**config.mk**
```make
export PLATFORM = sky130hd
export DESIGN_NAME = rf_remote_frame_encoder
export DESIGN_NICKNAME = d
export VERILOG_FILES = /design/src/rtl/rfe_pkg.sv /design/src/rtl/rf_remote_frame_encoder.sv /design/src/rtl/rfe_csr.sv /design/src/rtl/rfe_core.sv
export SDC_FILE = /design/constraint.sdc
export NUM_CORES = 1
export LEC_CHECK = 0
export BUFFER_PORTS_ARGS = -buffer_cell sky130_fd_sc_hd__buf_2
export CORE_ASPECT_RATIO = 0.6
export CORE_MARGIN = 10
export CORE_UTILIZATION = 30
export CTS_CLUSTER_SIZE = 40
export DETAILED_ROUTE_END_ITERATION = 10
export SYNTH_ARGS = -nofsm -noshare
export SYNTH_HDL_FRONTEND = slang
export SYNTH_SLANG_ARGS = --single-unit
export TNS_END_PERCENT = 1
```
**constraint.sdc**
```tcl
create_clock -name clock -period 4.7 [get_ports clock]
set_clock_uncertainty 0.2 [all_clocks]
set_input_delay 0.94 -clock clock [delete_from_list [all_inputs] [get_ports clock]]
set_output_delay 0.94 -clock clock [all_outputs]
set_load 0.05 [all_outputs]
```
**src/rtl/rfe_pkg.sv**
```systemverilog
// Shared types, constants and helpers for the RF remote frame encoder.
// No dependencies; every other file imports this package.
package rfe_pkg;

   localparam int ID_BITS    = 16;
   localparam int KEY_BITS   = 7;
   localparam int TOTAL_BITS = ID_BITS + KEY_BITS;
   localparam int IDX_W      = $clog2(TOTAL_BITS + 1);
   localparam int POS_W      = (TOTAL_BITS > 1) ? $clog2(TOTAL_BITS) : 1;

   localparam int TICK_W  = 10;
   localparam int COUNT_W = 8;
   localparam int CSR_IDX_W = 3;
   localparam int CSR_DATA_W = 10;

   // Configuration register indexes
   localparam logic [CSR_IDX_W-1:0] CSR_START_TICKS  = 3'd0;
   localparam logic [CSR_IDX_W-1:0] CSR_SHORT_TICKS  = 3'd1;
   localparam logic [CSR_IDX_W-1:0] CSR_LONG_TICKS   = 3'd2;
   localparam logic [CSR_IDX_W-1:0] CSR_REPEAT_COUNT = 3'd3;
   localparam logic [CSR_IDX_W-1:0] CSR_GAP_TICKS    = 3'd4;

   localparam logic [TICK_W-1:0]  START_TICKS_RST  = 10'd525;
   localparam logic [TICK_W-1:0]  SHORT_TICKS_RST  = 10'd110;
   localparam logic [TICK_W-1:0]  LONG_TICKS_RST   = 10'd305;
   localparam logic [COUNT_W-1:0] REPEAT_COUNT_RST = 8'd181;
   localparam logic [TICK_W-1:0]  GAP_TICKS_RST    = 10'd0;

   // Request kinds
   localparam logic REQ_TICK = 1'b0;
   localparam logic REQ_SEND = 1'b1;

   typedef enum logic [1:0] {
      KIND_IDLE  = 2'd0,
      KIND_START = 2'd1,
      KIND_DATA  = 2'd2,
      KIND_GAP   = 2'd3
   } seg_kind_type;

   typedef struct packed {
      logic                req_type;
      logic [ID_BITS-1:0]  remote_id;
      logic [KEY_BITS-1:0] key_code;
   } req_payload_type;

   typedef struct packed {
      logic line_level;
      logic busy_res;
      logic accepted;
   } rsp_payload_type;

   typedef struct packed {
      logic [TICK_W-1:0]  start_ticks;
      logic [TICK_W-1:0]  short_ticks;
      logic [TICK_W-1:0]  long_ticks;
      logic [COUNT_W-1:0] repeat_count;
      logic [TICK_W-1:0]  gap_ticks;
   } cfg_type;

   // A zero segment length still lasts one tick.
   function automatic logic [TICK_W-1:0] at_least_one(input logic [TICK_W-1:0] v);
      return (v == '0) ? TICK_W'(1) : v;
   endfunction

endpackage

```
**src/rtl/rf_remote_frame_encoder.sv**
```systemverilog
// Channel   Direction  Ports                              Content
// request   in         req_valid, req_stall, req_data      tick or send, remote id, key code
// response  out        rsp_valid, rsp_stall, rsp_data      line level, busy, accepted
// config    in         csr_wr_en, csr_index, csr_wdata     five timing/count registers
//
// One request per cycle sustained while the response is not stalled; each request goes
// to the input register, then the sequencer step into the output register (the response).
// Reset is synchronous and active high; it restores the register defaults and idles.
// A stalled response holds the output register, which in turn holds the input register.
// Depends on rfe_pkg, rfe_csr and rfe_core.
module rf_remote_frame_encoder
   import rfe_pkg::*;
(
   input  logic                  clock,
   input  logic                  reset,
   input  logic                  req_valid,
   output logic                  req_stall,
   input  req_payload_type       req_data,
   output logic                  rsp_valid,
   input  logic                  rsp_stall,
   output rsp_payload_type       rsp_data,
   input  logic                  csr_wr_en,
   input  logic [CSR_IDX_W-1:0]  csr_index,
   input  logic [CSR_DATA_W-1:0] csr_wdata
);

   cfg_type         cfg;
   logic            in_valid_ff, in_valid_in;
   req_payload_type in_data_ff, in_data_in;
   logic            out_valid_ff, out_valid_in;
   rsp_payload_type out_data_ff, out_data_in;
   rsp_payload_type step_result;
   logic            advance;
   logic            req_take;

   rfe_csr u_csr (
      .clock     (clock),
      .reset     (reset),
      .csr_wr_en (csr_wr_en),
      .csr_index (csr_index),
      .csr_wdata (csr_wdata),
      .cfg       (cfg)
   );

   rfe_core u_core (
      .clock  (clock),
      .reset  (reset),
      .step   (advance),
      .item   (in_data_ff),
      .cfg    (cfg),
      .result (step_result)
   );

   // Advance the held request when the output register is free or draining.
   assign advance   = in_valid_ff && (!out_valid_ff || !rsp_stall);
   assign req_stall = in_valid_ff && !advance;
   assign req_take  = req_valid && !req_stall;

   always_comb begin
      in_valid_in  = in_valid_ff;
      in_data_in   = in_data_ff;
      out_valid_in = out_valid_ff;
      out_data_in  = out_data_ff;
      if (req_take) begin
         in_valid_in = 1'b1;
         in_data_in  = req_data;
      end else if (advance) begin
         in_valid_in = 1'b0;
      end
      if (advance) begin
         out_valid_in = 1'b1;
         out_data_in  = step_result;
      end else if (!rsp_stall) begin
         out_valid_in = 1'b0;
      end
   end

   always_ff @(posedge clock) begin
      if (reset) begin
         in_valid_ff  <= 1'b0;
         out_valid_ff <= 1'b0;
      end else begin
         in_valid_ff  <= in_valid_in;
         out_valid_ff <= out_valid_in;
      end
   end

   always_ff @(posedge clock) begin
      in_data_ff  <= in_data_in;
      out_data_ff <= out_data_in;
   end

   assign rsp_valid = out_valid_ff;
   assign rsp_data  = out_data_ff;

endmodule

```
**src/rtl/rfe_csr.sv**
```systemverilog
// Configuration registers of the RF remote frame encoder.
// Depends on rfe_pkg for the register indexes, reset values and cfg_type.
module rfe_csr
   import rfe_pkg::*;
(
   input  logic                  clock,
   input  logic                  reset,
   input  logic                  csr_wr_en,
   input  logic [CSR_IDX_W-1:0]  csr_index,
   input  logic [CSR_DATA_W-1:0] csr_wdata,
   output cfg_type               cfg
);

   cfg_type cfg_ff, cfg_in;

   always_comb begin
      cfg_in = cfg_ff;
      if (csr_wr_en) begin
         case (csr_index)
            CSR_START_TICKS:  cfg_in.start_ticks  = csr_wdata[TICK_W-1:0];
            CSR_SHORT_TICKS:  cfg_in.short_ticks  = csr_wdata[TICK_W-1:0];
            CSR_LONG_TICKS:   cfg_in.long_ticks   = csr_wdata[TICK_W-1:0];
            CSR_REPEAT_COUNT: cfg_in.repeat_count = csr_wdata[COUNT_W-1:0];
            CSR_GAP_TICKS:    cfg_in.gap_ticks    = csr_wdata[TICK_W-1:0];
            default:          cfg_in = cfg_ff;  // drop writes past the list
         endcase
      end
   end

   always_ff @(posedge clock) begin
      if (reset) begin
         cfg_ff.start_ticks  <= START_TICKS_RST;
         cfg_ff.short_ticks  <= SHORT_TICKS_RST;
         cfg_ff.long_ticks   <= LONG_TICKS_RST;
         cfg_ff.repeat_count <= REPEAT_COUNT_RST;
         cfg_ff.gap_ticks    <= GAP_TICKS_RST;
      end else begin
         cfg_ff <= cfg_in;
      end
   end

   assign cfg = cfg_ff;

endmodule

```
**src/rtl/rfe_core.sv**
```systemverilog
// Segment sequencer of the RF remote frame encoder: frame state and per-request step.
// Depends on rfe_pkg for types, constants and at_least_one.
module rfe_core
   import rfe_pkg::*;
(
   input  logic            clock,
   input  logic            reset,
   input  logic            step,
   input  req_payload_type item,
   input  cfg_type         cfg,
   output rsp_payload_type result
);

   seg_kind_type           kind_ff, kind_in;
   logic [TOTAL_BITS-1:0]  shift_ff, shift_in;
   logic [IDX_W-1:0]       bit_index_ff, bit_index_in;
   logic                   second_half_ff, second_half_in;
   logic                   phase_ff, phase_in;
   logic [TICK_W-1:0]      left_ff, left_in;
   logic [COUNT_W-1:0]     frames_ff, frames_in;
   logic                   level_ff, level_in;

   logic [IDX_W-1:0]   idx_next;
   logic [IDX_W-1:0]   pos_cur;
   logic [IDX_W-1:0]   pos_next;
   logic               cur_bit;
   logic               next_bit;
   logic [TICK_W-1:0]  left_dec;
   logic [COUNT_W-1:0] frames_dec;
   logic               phase_flip;

   assign idx_next   = bit_index_ff + IDX_W'(1);
   assign pos_cur    = IDX_W'(TOTAL_BITS - 1) - bit_index_ff;
   assign pos_next   = IDX_W'(TOTAL_BITS - 1) - idx_next;
   assign cur_bit    = (bit_index_ff < IDX_W'(TOTAL_BITS)) ?
                       shift_ff[pos_cur[POS_W-1:0]] : 1'b0;
   assign next_bit   = (idx_next < IDX_W'(TOTAL_BITS)) ?
                       shift_ff[pos_next[POS_W-1:0]] : 1'b0;
   assign left_dec   = (left_ff != '0) ? left_ff - TICK_W'(1) : left_ff;
   assign frames_dec = (frames_ff != '0) ? frames_ff - COUNT_W'(1) : frames_ff;
   assign phase_flip = ~phase_ff;

   always_comb begin
      kind_in        = kind_ff;
      shift_in       = shift_ff;
      bit_index_in   = bit_index_ff;
      second_half_in = second_half_ff;
      phase_in       = phase_ff;
      left_in        = left_ff;
      frames_in      = frames_ff;
      level_in       = level_ff;
      result         = '0;

      if (step) begin
         if (item.req_type == REQ_SEND) begin
            if (kind_ff == KIND_IDLE && cfg.repeat_count != '0) begin
               shift_in       = {item.remote_id, item.key_code};
               bit_index_in   = '0;
               second_half_in = 1'b0;
               frames_in      = cfg.repeat_count;
               kind_in        = KIND_START;
               left_in        = at_least_one(cfg.start_ticks);
               level_in       = 1'b1;
               result.accepted = 1'b1;
            end
            result.line_level = level_in;
            result.busy_res   = (kind_in != KIND_IDLE);
         end else if (kind_ff != KIND_IDLE) begin
            result.line_level = level_ff;
            result.busy_res   = 1'b1;
            left_in = left_dec;
            if (left_dec == '0) begin
               case (kind_ff)
                  KIND_START: begin
                     phase_in       = 1'b1;
                     second_half_in = 1'b0;
                     bit_index_in   = '0;
                     kind_in        = KIND_DATA;
                     level_in       = 1'b0;
                     // first bit sits at the top of the shift word
                     left_in = shift_ff[TOTAL_BITS-1] ? at_least_one(cfg.long_ticks)
                                                      : at_least_one(cfg.short_ticks);
                  end
                  KIND_DATA: begin
                     phase_in = phase_flip;
                     if (!cur_bit && !second_half_ff) begin
                        second_half_in = 1'b1;
                        left_in        = at_least_one(cfg.short_ticks);
                        level_in       = ~phase_flip;
                     end else begin
                        second_half_in = 1'b0;
                        bit_index_in   = idx_next;
                        if (idx_next < IDX_W'(TOTAL_BITS)) begin
                           left_in  = next_bit ? at_least_one(cfg.long_ticks)
                                               : at_least_one(cfg.short_ticks);
                           level_in = ~phase_flip;
                        end else begin
                           // end of frame: drop to low, count the frame off
                           phase_in  = 1'b0;
                           level_in  = 1'b0;
                           frames_in = frames_dec;
                           if (cfg.gap_ticks != '0) begin
                              kind_in = KIND_GAP;
                              left_in = cfg.gap_ticks;
                           end else if (frames_dec != '0) begin
                              kind_in  = KIND_START;
                              left_in  = at_least_one(cfg.start_ticks);
                              level_in = 1'b1;
                           end else begin
                              kind_in = KIND_IDLE;
                              left_in = '0;
                           end
                        end
                     end
                  end
                  KIND_GAP: begin
                     if (frames_ff != '0) begin
                        kind_in  = KIND_START;
                        left_in  = at_least_one(cfg.start_ticks);
                        level_in = 1'b1;
                     end else begin
                        kind_in  = KIND_IDLE;
                        left_in  = '0;
                        level_in = 1'b0;
                     end
                  end
                  default: kind_in = kind_ff;
               endcase
            end
         end
      end
   end

   always_ff @(posedge clock) begin
      if (reset) begin
         kind_ff        <= KIND_IDLE;
         shift_ff       <= '0;
         bit_index_ff   <= '0;
         second_half_ff <= 1'b0;
         phase_ff       <= 1'b1;
         left_ff        <= '0;
         frames_ff      <= '0;
         level_ff       <= 1'b0;
      end else begin
         kind_ff        <= kind_in;
         shift_ff       <= shift_in;
         bit_index_ff   <= bit_index_in;
         second_half_ff <= second_half_in;
         phase_ff       <= phase_in;
         left_ff        <= left_in;
         frames_ff      <= frames_in;
         level_ff       <= level_in;
      end
   end

endmodule

```
# Word level (Yosys, flattened, before mapping)
# Cells that the tools add are included.
# Widths: inputs -> output; s select.
totals:
  regBits: 128
  input_bits: 42
  output_inout_bits: 5
op_classes:
  add_sub_neg: 5
  magnitude_cmp: 4
  eq_ne: 13
  mux: 74
  bitwise: 2
  reduce_logical: 45
ops:
  columns: ["cell", "n"]
  rows:
  - ["$mux 10", 15]
  - ["$mux 8", 8]
  - ["$logic_not 10->1", 4]
  - ["$pmux 10 s3", 1]
  - ["$mux 1", 27]
  - ["$mux 5", 5]
  - ["$reduce_bool 8->1", 3]
  - ["$mux 2", 11]
  - ["$reduce_bool 10->1", 2]
  - ["$reduce_bool 2->1", 7]
  - ["$lt 5x6->1 const B", 2]
  - ["$reduce_and 6->1", 2]
  - ["$bmux 1 s5", 2]
  - ["$lt 5x5->1 const B", 2]
  - ["$pmux 5 s2", 1]
  - ["$reduce_and 2->1", 5]
  - ["$reduce_and 5->1", 2]
  - ["$sub 10x1->10 const B", 1]
  - ["$sub 5x5->5 const A", 2]
  - ["$sub 8x1->8 const B", 1]
  - ["$reduce_and 7->1", 1]
  - ["$eq 3x2->1 const B", 2]
  - ["$logic_not 1->1", 6]
  - ["$ne 3x3->1 const B", 2]
  - ["19 further kinds", 29]

# Depth between registers and ports, before layout
# Gate-level depths: netlist (run 1).
depth:
  ltp_word: 12
  ltp_mapped: 15
  ltp_nobuf: 10

# Hierarchy
# Synthesis (run 1) repeated with hierarchy kept, for this count alone.
unflattened:
  hier_cells: 774
  hier_area_um2: 7200.7
modules_own_cells:
  columns: ["module", "instances", "cells_per_inst", "area_per_inst_um2"]
  rows:
  - ["rfe_core", 1, 554, 4372.9]
  - ["rfe_csr", 1, 183, 1930.6]
  - ["rf_remote_frame_encoder", 1, 37, 897.1]

# Worst setup path before layout (run 1)
# OpenSTA, ideal clock, no wires.
synth_timing:
  path_kind: "reg2reg"
  start: "reg u_core.bit_index_ff[0]"
  end: "reg u_core.kind_ff[1]"
  setup_ns: 0.087
  arrival_time_ns: 3.615
  required_time_ns: 4.413
  slack_ns: 0.798
  path_stages_with_launch: 15
  cell_sequence: "dfxtp_1 > buf_2 > clkbuf_1 > inv_1 > ha_1 > clkbuf_1 > buf_2 > mux4_2 > o211ai_1 > a211oi_1 > and2_1 > clkbuf_1 > o221ai_1 > or4_1 > o31ai_1"
synth_between:
  elab_chain_len: 8
synth_rtl:
  columns: ["item", "line_no", "text"]
  rows:
  - ["from (decl)", "rfe_core.sv:16", "logic [IDX_W-1:0] bit_index_ff, bit_index_in;"]
  - ["from (signal assigned)", "rfe_core.sv:147", "bit_index_ff <= bit_index_in;"]
  - ["$sub 5x5->5", "rfe_core.sv:33", "assign pos_cur = IDX_W'(TOTAL_BITS - 1) - bit_index_ff;"]
  - ["$bmux 1 s5", "rfe_core.sv:36", "shift_ff[pos_cur[POS_W-1:0]] : 1'b0;"]
  - ["$mux 1 (implied by the code)", "rfe_core.sv:36", null]
  - ["$mux 1", "rfe_core.sv:35", "assign cur_bit = (bit_index_ff < IDX_W'(TOTAL_BITS)) ?"]
  - ["$logic_not 1->1", "rfe_core.sv:86", "if (!cur_bit && !second_half_ff) begin"]
  - ["$logic_and 1x1->1", "rfe_core.sv:86", null]
  - ["$ne 3x3->1 (no source line)", null, null]
  - ["$reduce_and 6->1 (no source line) (*)", null, null]
  - ["to (signal assigned)", "rfe_core.sv:145", "kind_ff <= kind_in;"]
  - ["to (decl)", "rfe_core.sv:14", "seg_kind_type kind_ff, kind_in;"]
# Every way passes the cells marked *; elsewhere a longest branch is shown, timed or not. The select of a mux whose other input is x is not followed.
# A chain may end at the register's enable or synchronous reset.

# Worst setup path after layout (run 1)
layout_timing:
  start: "reg u_core.left_ff[4]"
  end: "reg u_core.frames_ff[1]"
layout_between:
  elab_chain_len: 5
layout_rtl:
  columns: ["item", "line_no", "text"]
  rows:
  - ["from (decl)", "rfe_core.sv:19", "logic [TICK_W-1:0] left_ff, left_in;"]
  - ["from (signal assigned)", "rfe_core.sv:150", "left_ff <= left_in;"]
  - ["$sub 10x1->10 / $reduce_bool 10->1 (equally long branches)", "rfe_core.sv:39", "assign left_dec = (left_ff != '0) ? left_ff - TICK_W'(1) : left_ff;"]
  - ["$mux 10 (*)", "rfe_core.sv:39", null]
  - ["$logic_not 10->1 (*)", "rfe_core.sv:72", "if (left_dec == '0) begin"]
  - ["$reduce_bool 2->1 (no source line) (*)", null, null]
  - ["$reduce_and 7->1 (no source line) (*)", null, null]
  - ["to (signal assigned)", "rfe_core.sv:151", "frames_ff <= frames_in;"]
  - ["to (decl)", "rfe_core.sv:20", "logic [COUNT_W-1:0] frames_ff, frames_in;"]
# Every way passes the cells marked *; elsewhere a longest branch is shown, timed or not.

==> results_dict.tcl, run 1 <==
set metrics [dict create \
    status "completed" \
    endpoint_kind "flip-flop" \
    drv_slew 0 \
    crit_top_cell "or4_1" \
    ir_drop_mv 0.239 \
    ys_types 74 \
    finalSetupTns_ns 0 \
    multi_input_comb_area_um2 3750 \
    hold_depth 2 \
    synth_seq_cells 128 \
    synth-seq-area-share 0.411 \
    start_util 0.309 \
    r2r_end "u_core.frames_ff[1]$_SDFFE_PP0P_" \
    hold_violations 0 \
    placedInstanceArea_um2 7360 \
    grt_use_total 0.142 \
    synth.area.top_cells "dfxtp_1 (29%), edfxtp_1 (12%), nand2_1 (9.0%)" \
    die-area_um2 29600 \
    antenna_found_initial 0 \
    finalSetupViolations 0 \
    cts_tree "built" \
    clkTransAtPathRegs_ns 0.06 \
    synth_edf_count 27 \
    core_area_um2 22300 \
    cts_made_buffers 17 \
    cp_cell_sequence "or4_1 > or2_1 > o31ai_1 > o2111ai_2 > or4_1 > o21ai_2 > o21ai_0 > a221oi_1" \
    place_inst 1131 \
    yosysTopAreaCell "dfxtp_1" \
    drt_wl_total_um 21200 \
    ys_warn_count 0 \
    cap_violations 0 \
    final_layout_size_suffix_gt1_frac 0.150 \
    crit_slowest_cell "or4_1" \
    ios 47 \
    htreeDepth 4 \
    row_count 42 \
    worst-r2r-setup-slack_ns 0.66 \
    finalInstanceArea_um2 7990 \
    fillers 2341 \
    gp_congestion 0.912 \
    setup.worst_path.start_class "flip-flop" \
    finalNonFillerCells 1163 \
    crit_arrival_ns 4.15 \
    grt_pass1_wl_um 33500 \
    diodes 0 \
    fin_crit_sh 0.859 \
    rsz0062_at_grt "no" \
    path_max_fanout 12 \
    worst-path-buf-inv 0 \
    via_count 6304 \
    area_delta_synth_final_pct 16.0 \
    yosysTopAreaCellShare 0.294 \
    criticalPathCategory "reg2reg" \
    fin_nets 894 \
    tightest_slew_ns 1.20 \
    relSlewSlack 0.200 \
    die_h_um 137 \
    ys.flop_type "dfxtp_1" \
    cp_top_family "compound AO/OA/AOI/OAI gates" \
    clk-insertion-delay-late_ns 0.42 \
    rr_worst_depth 8 \
    syn_area_um2 6890 \
    postCtsResizedCells 0 \
    p_per_area_nw_per_um2 375 \
    register_area_um2 2830 \
    first_iter_violations 983 \
    dp_hpwl_um 15300 \
    hold_end "u_core.shift_ff[9]$_SDFFE_PP0P_" \
    fin_util 0.359 \
    grt_pass1_vias 5764 \
    cts_setup_buffers 0 \
    root_buffer "clkbuf_16" \
    worst_ep_required_time_ns 4.81 \
    hold_start "u_core.shift_ff[9]$_SDFFE_PP0P_" \
    synth_fp_nets 873 \
    clock-sinks 128 \
    grt-ovfl-total 0 \
    grt_max_degree 46 \
    total_power_w 0.00300 \
    ctsHoldBuffers 0 \
    synthArstFlopShare 0 \
    drtAntennaViolNets 0 \
    fin_crit_ns 4.04 \
    portBuffers 46 \
    max_freq_mhz 248 \
    syn-mean-instance-area_um2 8.39 \
    drc 0 \
    synthCells 821 \
    r2r-start "u_core.left_ff[4]$_SDFFE_PP0P_" \
    via_per_inst 5.42 \
    firstDrtPassIters 5 \
    p_leak_nw 2.87 \
    wl_per_cell_um 18.2 \
    cts_buffer_depth 2 \
    hold_path_class "reg2reg" \
    max_stage_delay_ns 0.69 \
    die-width_um 216 \
]
==> cell usage after synthesis (4+ instances only) <==
library cell	count
o211ai_1	7
a211oi_1	7
and3_1	7
xor2_1	4
a221o_1	6
nor2_1	50
nor4_1	14
nand3_1	26
ha_1	10
xnor2_1	7
a21oi_1	85
or2_2	4
nand2b_1	5
nand2_1	166
or3_1	11
dfxtp_1	101
inv_1	18
clkbuf_1	46
mux2i_1	23
mux2_2	12
and2_1	5
a22oi_1	5
o21ai_0	28
nand4_1	4
edfxtp_1	27
a31oi_1	10
buf_2	5
a31o_2	4
o31ai_1	8
nor3_1	22
mux4_2	10
a21boi_0	4
or4_1	5
nor2b_1	9
o221ai_1	7
==> flip-flops by register name (all words and copies together), names as in the netlist, 2 cells and up <==
name and cells:
in_data_ff 24, u_csr.cfg 48, u_core.bit_index_ff 5, u_core.shift_ff 23, u_core.kind_ff 2, rsp_data 3, u_core.left_ff 10, u_core.frames_ff 8
==> cells in the final DEF, fill, tap and decap left out, types with 8 or more instances in the layout <==
master | netlist | layout
nor2_1 | 50 | 50
nand2_1 | 166 | 166
clkbuf_16 | 0 | 18
edfxtp_1 | 27 | 27
nor3_1 | 22 | 22
nor4_1 | 14 | 14
inv_1 | 18 | 18
mux4_2 | 10 | 10
a21oi_1 | 85 | 85
ha_1 | 10 | 10
buf_4 | 0 | 12
nor2b_1 | 9 | 8
o21ai_0 | 28 | 28
nand3_1 | 26 | 26
o31ai_1 | 8 | 8
mux2_2 | 12 | 12
a31oi_1 | 10 | 10
dfxtp_1 | 101 | 101
mux2i_1 | 23 | 23
or3_1 | 11 | 11
buf_2 | 5 | 46
==> logic make-up after synthesis <==
group,share of synthesized area
and+or+nand+nor,0.229
AOI/OAI and AO/OA,0.198
DFF,0.411
buffers and inverters,0.0440
muxes,0.0857
xor gates and xnor gates,0.0140
adders and majority gates,0.0182
==> how the worst max path moves through the flow <==
stage / startpoint / endpoint / slack (ns) / cells after the start
after floorplan: u_core.bit_index_ff[0]$_SDFFE_PP0P_ / u_core.kind_ff[1]$_SDFFE_PP0P_ / 0.80 / 14
after global placement: u_core.left_ff[4]$_SDFFE_PP0P_ / u_core.frames_ff[5]$_SDFFE_PP0P_ / 0.78 / 8
after detailed placement: u_core.left_ff[0]$_SDFFE_PP0P_ / u_core.frames_ff[1]$_SDFFE_PP0P_ / 0.68 / 10
after CTS: u_core.left_ff[0]$_SDFFE_PP0P_ / u_core.frames_ff[1]$_SDFFE_PP0P_ / 0.68 / 10
after global routing: u_core.left_ff[0]$_SDFFE_PP0P_ / u_core.frames_ff[1]$_SDFFE_PP0P_ / 0.34 / 10
final: u_core.left_ff[4]$_SDFFE_PP0P_ / u_core.frames_ff[1]$_SDFFE_PP0P_ / 0.66 / 8
==> worst register-to-register path: stages (launching register included) <==
cell and delay (ns):
dfxtp_1 0.43, or4_1 0.70, or2_1 0.30, o31ai_1 0.35, o2111ai_2 0.33, or4_1 0.57
o21ai_2 0.48, o21ai_0 0.23, a221oi_1 0.35
==> layer usage <==
layer / up-vias / GRT usage / wire, um
met5: - / 0 / 0
li1: 3025 / - / -
met2: 317 / 0.173 / 7620
met4: 0 / 0.0261 / 133
met3: 14 / 0.0434 / 2220
met1: 2948 / 0.227 / 11200
==> per-stage QoR <==
| step | worst slack, ns | hold WS (ns) |
|---|---|---|
| 4_1_cts | 0.684 | 0.269 |
| 5_1_grt | 0.342 | 0.299 |
| 2_1_floorplan | 0.798 | 0.236 |
| 3_3_place_gp | 0.782 | 0.254 |
| 6_report | 0.664 | 0.266 |
| 3_5_place_dp | 0.675 | 0.260 |
==> cell type report <==
class                   count  share of cell area
inverters                  19             0.00892
clock buffers              19              0.0568
multi-input cells         618               0.470
well taps                 308              0.0482
clock inverters            13              0.0218
repair buffers             58              0.0401
flip-flops and latches    128               0.354
==> where the power goes <==
group	leakage (nW)	internal (W)	switching [W]
Combinational	1.48	0.000136	0.000230
Clock	0.310	0.000878	0.000544
Sequential	1.08	0.00117	0.0000445
Total	2.87	0.00218	0.000818
Note: power is estimated with default switching activity, not from simulation.
==> inputs of run 2 (changes only) <==
--- a/config.mk
+++ b/config.mk
@@ -11,6 +11,7 @@
 export CORE_UTILIZATION = 30
 export CTS_CLUSTER_SIZE = 40
 export DETAILED_ROUTE_END_ITERATION = 10
+export PLACE_DENSITY = 0.52
 export SYNTH_ARGS = -nofsm -noshare
 export SYNTH_HDL_FRONTEND = slang
 export SYNTH_SLANG_ARGS = --single-unit
==> run 2 against run 1 <==
Global-route usage grew 0.46 points. Combinational power is essentially flat. Non-clock buffer count grew 2. Critical path depth grew 3. First-iteration DRC count shrank 40%. Critical path type unchanged. Routed wire length grew 1.5%. Largest cell class unchanged. Clock-buffer cell count grew 4. Total power shrank 2.5%.
==> results_dict.tcl, run 2 (same netlist as run 1, synthesis figures left out) <==
set metrics [dict create \
    status "completed" \
    via_per_inst 5.33 \
    p_per_area_nw_per_um2 366 \
    fin_nets 896 \
    portBuffers 46 \
    hold_path_class "reg2reg" \
    diodes 0 \
    fin_crit_ns 3.97 \
    ir_drop_mv 0.210 \
    relSlewSlack 0.376 \
    clkTransAtPathRegs_ns 0.06 \
    core_area_um2 22300 \
    cts_made_buffers 17 \
    ios 47 \
    setup.worst_path.start_class "flip-flop" \
    largest_register_ffs 48 \
    via_count 6206 \
    grt_use_total 0.146 \
    p_leak_nw 2.87 \
    drv_slew 0 \
    gp_congestion 0.901 \
    place_inst 1133 \
    grt_pass1_vias 5707 \
    grt_pass1_wl_um 34100 \
    final_layout_size_suffix_gt1_frac 0.151 \
    crit_slowest_cell "or4_1" \
    first_iter_violations 591 \
    grt-ovfl-total 0 \
    drtAntennaViolNets 0 \
    finalSetupViolations 0 \
    final_common_cell "nand2_1" \
    cts_tree "built" \
    max_freq_mhz 252 \
    layout_common_cells "nand2_1 (166), dfxtp_1 (101), a21oi_1 (85), nor2_1 (50), buf_2 (46)" \
    firstDrtPassIters 5 \
    clock-sinks 128 \
    r2r-start "u_core.left_ff[0]$_SDFFE_PP0P_" \
    dp_hpwl_um 15500 \
    row_count 42 \
    path_max_fanout 11 \
    root_buffer "clkbuf_16" \
    cts_setup_buffers 0 \
    die-area_um2 29600 \
    rsz0062_at_grt "no" \
    drc 0 \
    drt_wl_total_um 21500 \
    die_h_um 137 \
    postCtsResizedCells 0 \
    finalNonFillerCells 1165 \
    hold_start "u_csr.cfg[28]$_SDFFE_PP0P_" \
    grt_max_degree 83 \
    area_delta_synth_final_pct 15.9 \
    fin_crit_sh 0.844 \
    htreeDepth 4 \
    endpoint_kind "flip-flop" \
    cp_cell_sequence "inv_1 > ha_1 > or3b_2 > o21a_1 > nor3_1 > o2111ai_2 > or4_1 > o21ai_2 > buf_4 > a21bo_2 > a32o_1" \
    max_stage_delay_ns 0.59 \
    finalSetupTns_ns 0 \
    antenna_found_initial 0 \
    crit_path_start "u_core.left_ff[0]$_SDFFE_PP0P_" \
    wl_per_cell_um 18.5 \
    crit_arrival_ns 4.08 \
    tightest_slew_ns 0.936 \
    ctsHoldBuffers 0 \
    holdWs_ns 0.267 \
    hold_violations 0 \
    cts_buffer_depth 2 \
    die-width_um 216 \
    cap_violations 0 \
    clk-insertion-delay-late_ns 0.42 \
    start_util 0.309 \
    worst_ep_required_time_ns 4.82 \
    criticalPathCategory "reg2reg" \
    total_power_w 0.00292 \
]
==> run 2: cell count changes in the layout (fill, tap and decap cells not counted) <==
cell | previous run | this run
clkbuf_8 | 0 | 2
buf_4 | 12 | 14
clkinv_2 | 1 | 2
clkinv_4 | 4 | 1
clkbuf_1 | 1 | 2
inv_6 | 3 | 4
clkbuf_16 | 18 | 19
inv_8 | 1 | 0
bufinv_16 | 3 | 1
==> run 2: layout make-up <==
| cell class | instances | area, um^2 |
|---|---|---|
| Fill cell | 2346 | 14300 |
| Timing Repair Buffer | 60 | 335 |
| Tap cell | 308 | 385 |
| Inverter | 19 | 71.3 |
| Clock inverter | 9 | 90.1 |
| Sequential cell | 128 | 2830 |
| Multi-Input combinational cell | 618 | 3750 |
| Clock buffer | 23 | 510 |
==> run 2: path summary, 6_finish.rpt <==
kind                                      endpoint  slack (ns)  depth (start not counted)
setup / recovery  u_core.frames_ff[5]$_SDFFE_PP0P_        0.73                         11
hold / removal          u_csr.cfg[28]$_SDFFE_PP0P_        0.27                          2
setup reg to reg  u_core.frames_ff[5]$_SDFFE_PP0P_        0.73                         11
hold reg to reg         u_csr.cfg[28]$_SDFFE_PP0P_        0.27                          2
==> run 2: report_power, final <==
part / switching (W) / internal, W / total (W)
clock: 0.000517 / 0.000826 / 0.00134
combinational: 0.000231 / 0.000136 / 0.000368
sequential: 0.0000452 / 0.00117 / 0.00121
total: 0.000794 / 0.00213 / 0.00292
==> run 2: per-layer routing <==
metal / GRT usage / wire length [um] / vias up
met2: 0.171 / 7350 / 241
met1: 0.241 / 12200 / 2924
met4: 0.0335 / 139 / 0
met3: 0.0394 / 1850 / 10
met5: 0 / 0 / -
li1: - / - / 3031
==> run 2: stage by stage <==
stage	util	instance area [um^2]	setup slack [ns]
CTS	0.358	7980	0.765
global route	0.358	7980	0.483
global placement	0.331	7380	0.808
floorplan	-	6890	0.798
detailed placement	0.331	7380	0.790
finish	0.358	7980	0.733
==> run 2: critical path: cells and delay by family, from the launching register on <==
family                     cells  cell delay (ns)
and+or+nand+nor                3             1.39
AOI/OAI and AO/OA              5             1.19
DFF                            1             0.38
buffers and inverters          2             0.36
adders and majority gates      1             0.32
==> inputs of run 3 (changes only) <==
--- a/config.mk
+++ b/config.mk
@@ -11,7 +11,7 @@
 export CORE_UTILIZATION = 30
 export CTS_CLUSTER_SIZE = 40
 export DETAILED_ROUTE_END_ITERATION = 10
-export PLACE_DENSITY = 0.52
+export PLACE_DENSITY = 0.54
 export SYNTH_ARGS = -nofsm -noshare
 export SYNTH_HDL_FRONTEND = slang
 export SYNTH_SLANG_ARGS = --single-unit
==> constraint.sdc (replaced) <==
create_clock -name clock -period 3.6 [get_ports clock]
set_clock_uncertainty 0.2 [all_clocks]
set_input_delay 0.72 -clock clock [delete_from_list [all_inputs] [get_ports clock]]
set_output_delay 0.72 -clock clock [all_outputs]
set_load 0.05 [all_outputs]
==> run 3 against run 2 <==
Sequential share of layout area down 0.92 points. Worst setup slack worse by 0.58 ns. Routed wire length grew 5.1%. Fmax up 15%. First-iteration DRC count up 32%. Critical path type unchanged. Largest power group unchanged.
==> results_dict.tcl, run 3 (same netlist as run 1, synthesis figures left out) <==
set metrics [dict create \
    drv_slew 0 \
    placedInstanceArea_um2 7610 \
    relSlewSlack 0.567 \
    holdWs_ns 0.265 \
    antenna_found_initial 0 \
    portBuffers 46 \
    worst_ep_required_time_ns 3.71 \
    final_layout_size_suffix_gt1_frac 0.182 \
    tightest_slew_ns 0.643 \
    criticalPathCategory "reg2reg" \
    dp_hpwl_um 16800 \
    cp_top_family "simple AND/OR/NAND/NOR gates" \
    finalSetupTns_ns 0 \
    die_h_um 137 \
    pre_cts_ws_ns 0.0762 \
    start_util 0.309 \
    area_delta_synth_final_pct 18.9 \
    wl_per_cell_um 19.0 \
    core_area_um2 22300 \
    cts_tree "built" \
    setup.worst_path.start_class "flip-flop" \
    drc 0 \
    first_iter_violations 780 \
    via_count 6411 \
    hold_path_class "in2reg" \
    grt_pass1_wl_um 35500 \
    rsz0062_at_grt "yes" \
    crit_arrival_ns 3.56 \
    ios 47 \
    fin_nets 924 \
    ir_drop_mv 0.207 \
    p_leak_nw 3.00 \
    setup_ws_ns 0.149 \
    root_buffer "clkbuf_16" \
    grt_pass1_vias 5900 \
    grt_use_total 0.152 \
    firstDrtPassIters 7 \
    path_max_fanout 5 \
    p_per_area_nw_per_um2 462 \
    drt_wl_total_um 22600 \
    max_stage_delay_ns 0.57 \
    diodes 0 \
    worst-path-buf-inv 1 \
    via_per_inst 5.38 \
    die-area_um2 29600 \
    worst-r2r-setup-slack_ns 0.15 \
    status "completed" \
    max_freq_mhz 290 \
    gp_congestion 0.930 \
    htreeDepth 4 \
    die-width_um 216 \
    grt-ovfl-total 0 \
    cts_made_buffers 17 \
    fin_crit_ns 3.45 \
    cts_buffer_depth 2 \
    cp_cell_sequence "inv_1 > ha_1 > or3b_2 > o21a_1 > nor3_1 > o2111ai_2 > or4_1 > o21ai_2 > a21bo_2 > a32o_1" \
    cap_violations 0 \
    endpoint_kind "flip-flop" \
    finalInstanceArea_um2 8190 \
    drtAntennaViolNets 0 \
    crit_slowest_cell "or4_1" \
    clock-sinks 128 \
    clk-insertion-delay-late_ns 0.43 \
    finalSetupViolations 0 \
    final_common_cell "nand2_1" \
    largest_register_ffs 48 \
    grt_max_degree 49 \
    layout_common_cells "nand2_1 (166), dfxtp_1 (101), a21oi_1 (85), nor2_1 (50), buf_2 (46)" \
    row_count 42 \
    fin_crit_sh 0.959 \
    clkTransAtPathRegs_ns 0.06 \
    hold_violations 0 \
]
[run 3: cell count changes in the layout (fill, tap and decap cells not counted), sizes merged]
cell    before  now
buf         60   88
clkbuf      23   20
clkinv       4    6
[run 3: timing repair]
item,CTS,global route
setup endpoints to repair,0,15
hold buffers,0,0
setup buffers,0,0
gates resized for setup,0,7
[run 3: layer usage]
metal / routed length (um) / global-route usage / vias up
met2: 7700 / 0.175 / 271
met1: 12600 / 0.249 / 3042
met4: 175 / 0.0370 / 0
li1: - / - / 3080
met5: 0 / 0 / -
met3: 2150 / 0.0464 / 18
[run 3: cell type report]
| type | count | area, um^2 |
|---|---|---|
| Clock buffer | 20 | 468 |
| Clock inverter | 11 | 101 |
| Fill cell | 2346 | 14100 |
| Inverter | 19 | 71.3 |
| Multi-Input combinational cell | 618 | 3780 |
| Sequential cell | 128 | 2830 |
| Tap cell | 308 | 385 |
| Timing Repair Buffer | 88 | 558 |
[run 3: path summary, 6_finish.rpt]
check,startpoint,to,depth (start not counted)
worst max-delay path,u_core.left_ff[0]$_SDFFE_PP0P_,u_core.frames_ff[5]$_SDFFE_PP0P_,10
worst min-delay path,req_data[17],in_data_ff[17]$_DFFE_PP_,1
worst max register to register,u_core.left_ff[0]$_SDFFE_PP0P_,u_core.frames_ff[5]$_SDFFE_PP0P_,10
worst min register to register,u_csr.cfg[28]$_SDFFE_PP0P_,u_csr.cfg[28]$_SDFFE_PP0P_,2
[run 3: where the power goes]
part	switching, W	leakage (nW)	internal, W
logic	0.000324	1.64	0.000202
clock network	0.000676	0.287	0.00101
registers	0.0000536	1.08	0.00152
total	0.00105	3.00	0.00273
[run 3: per-stage QoR]
step | total power (W) | util | std cells
final | 0.00379 | 0.368 | 1192
after global routing | 0.00393 | 0.368 | 1192
after CTS | 0.00380 | 0.367 | 1192
after detailed placement | 0.00212 | 0.341 | 1161
after global placement | 0.00212 | 0.341 | 1161
after floorplan | 0.00193 | - | 821
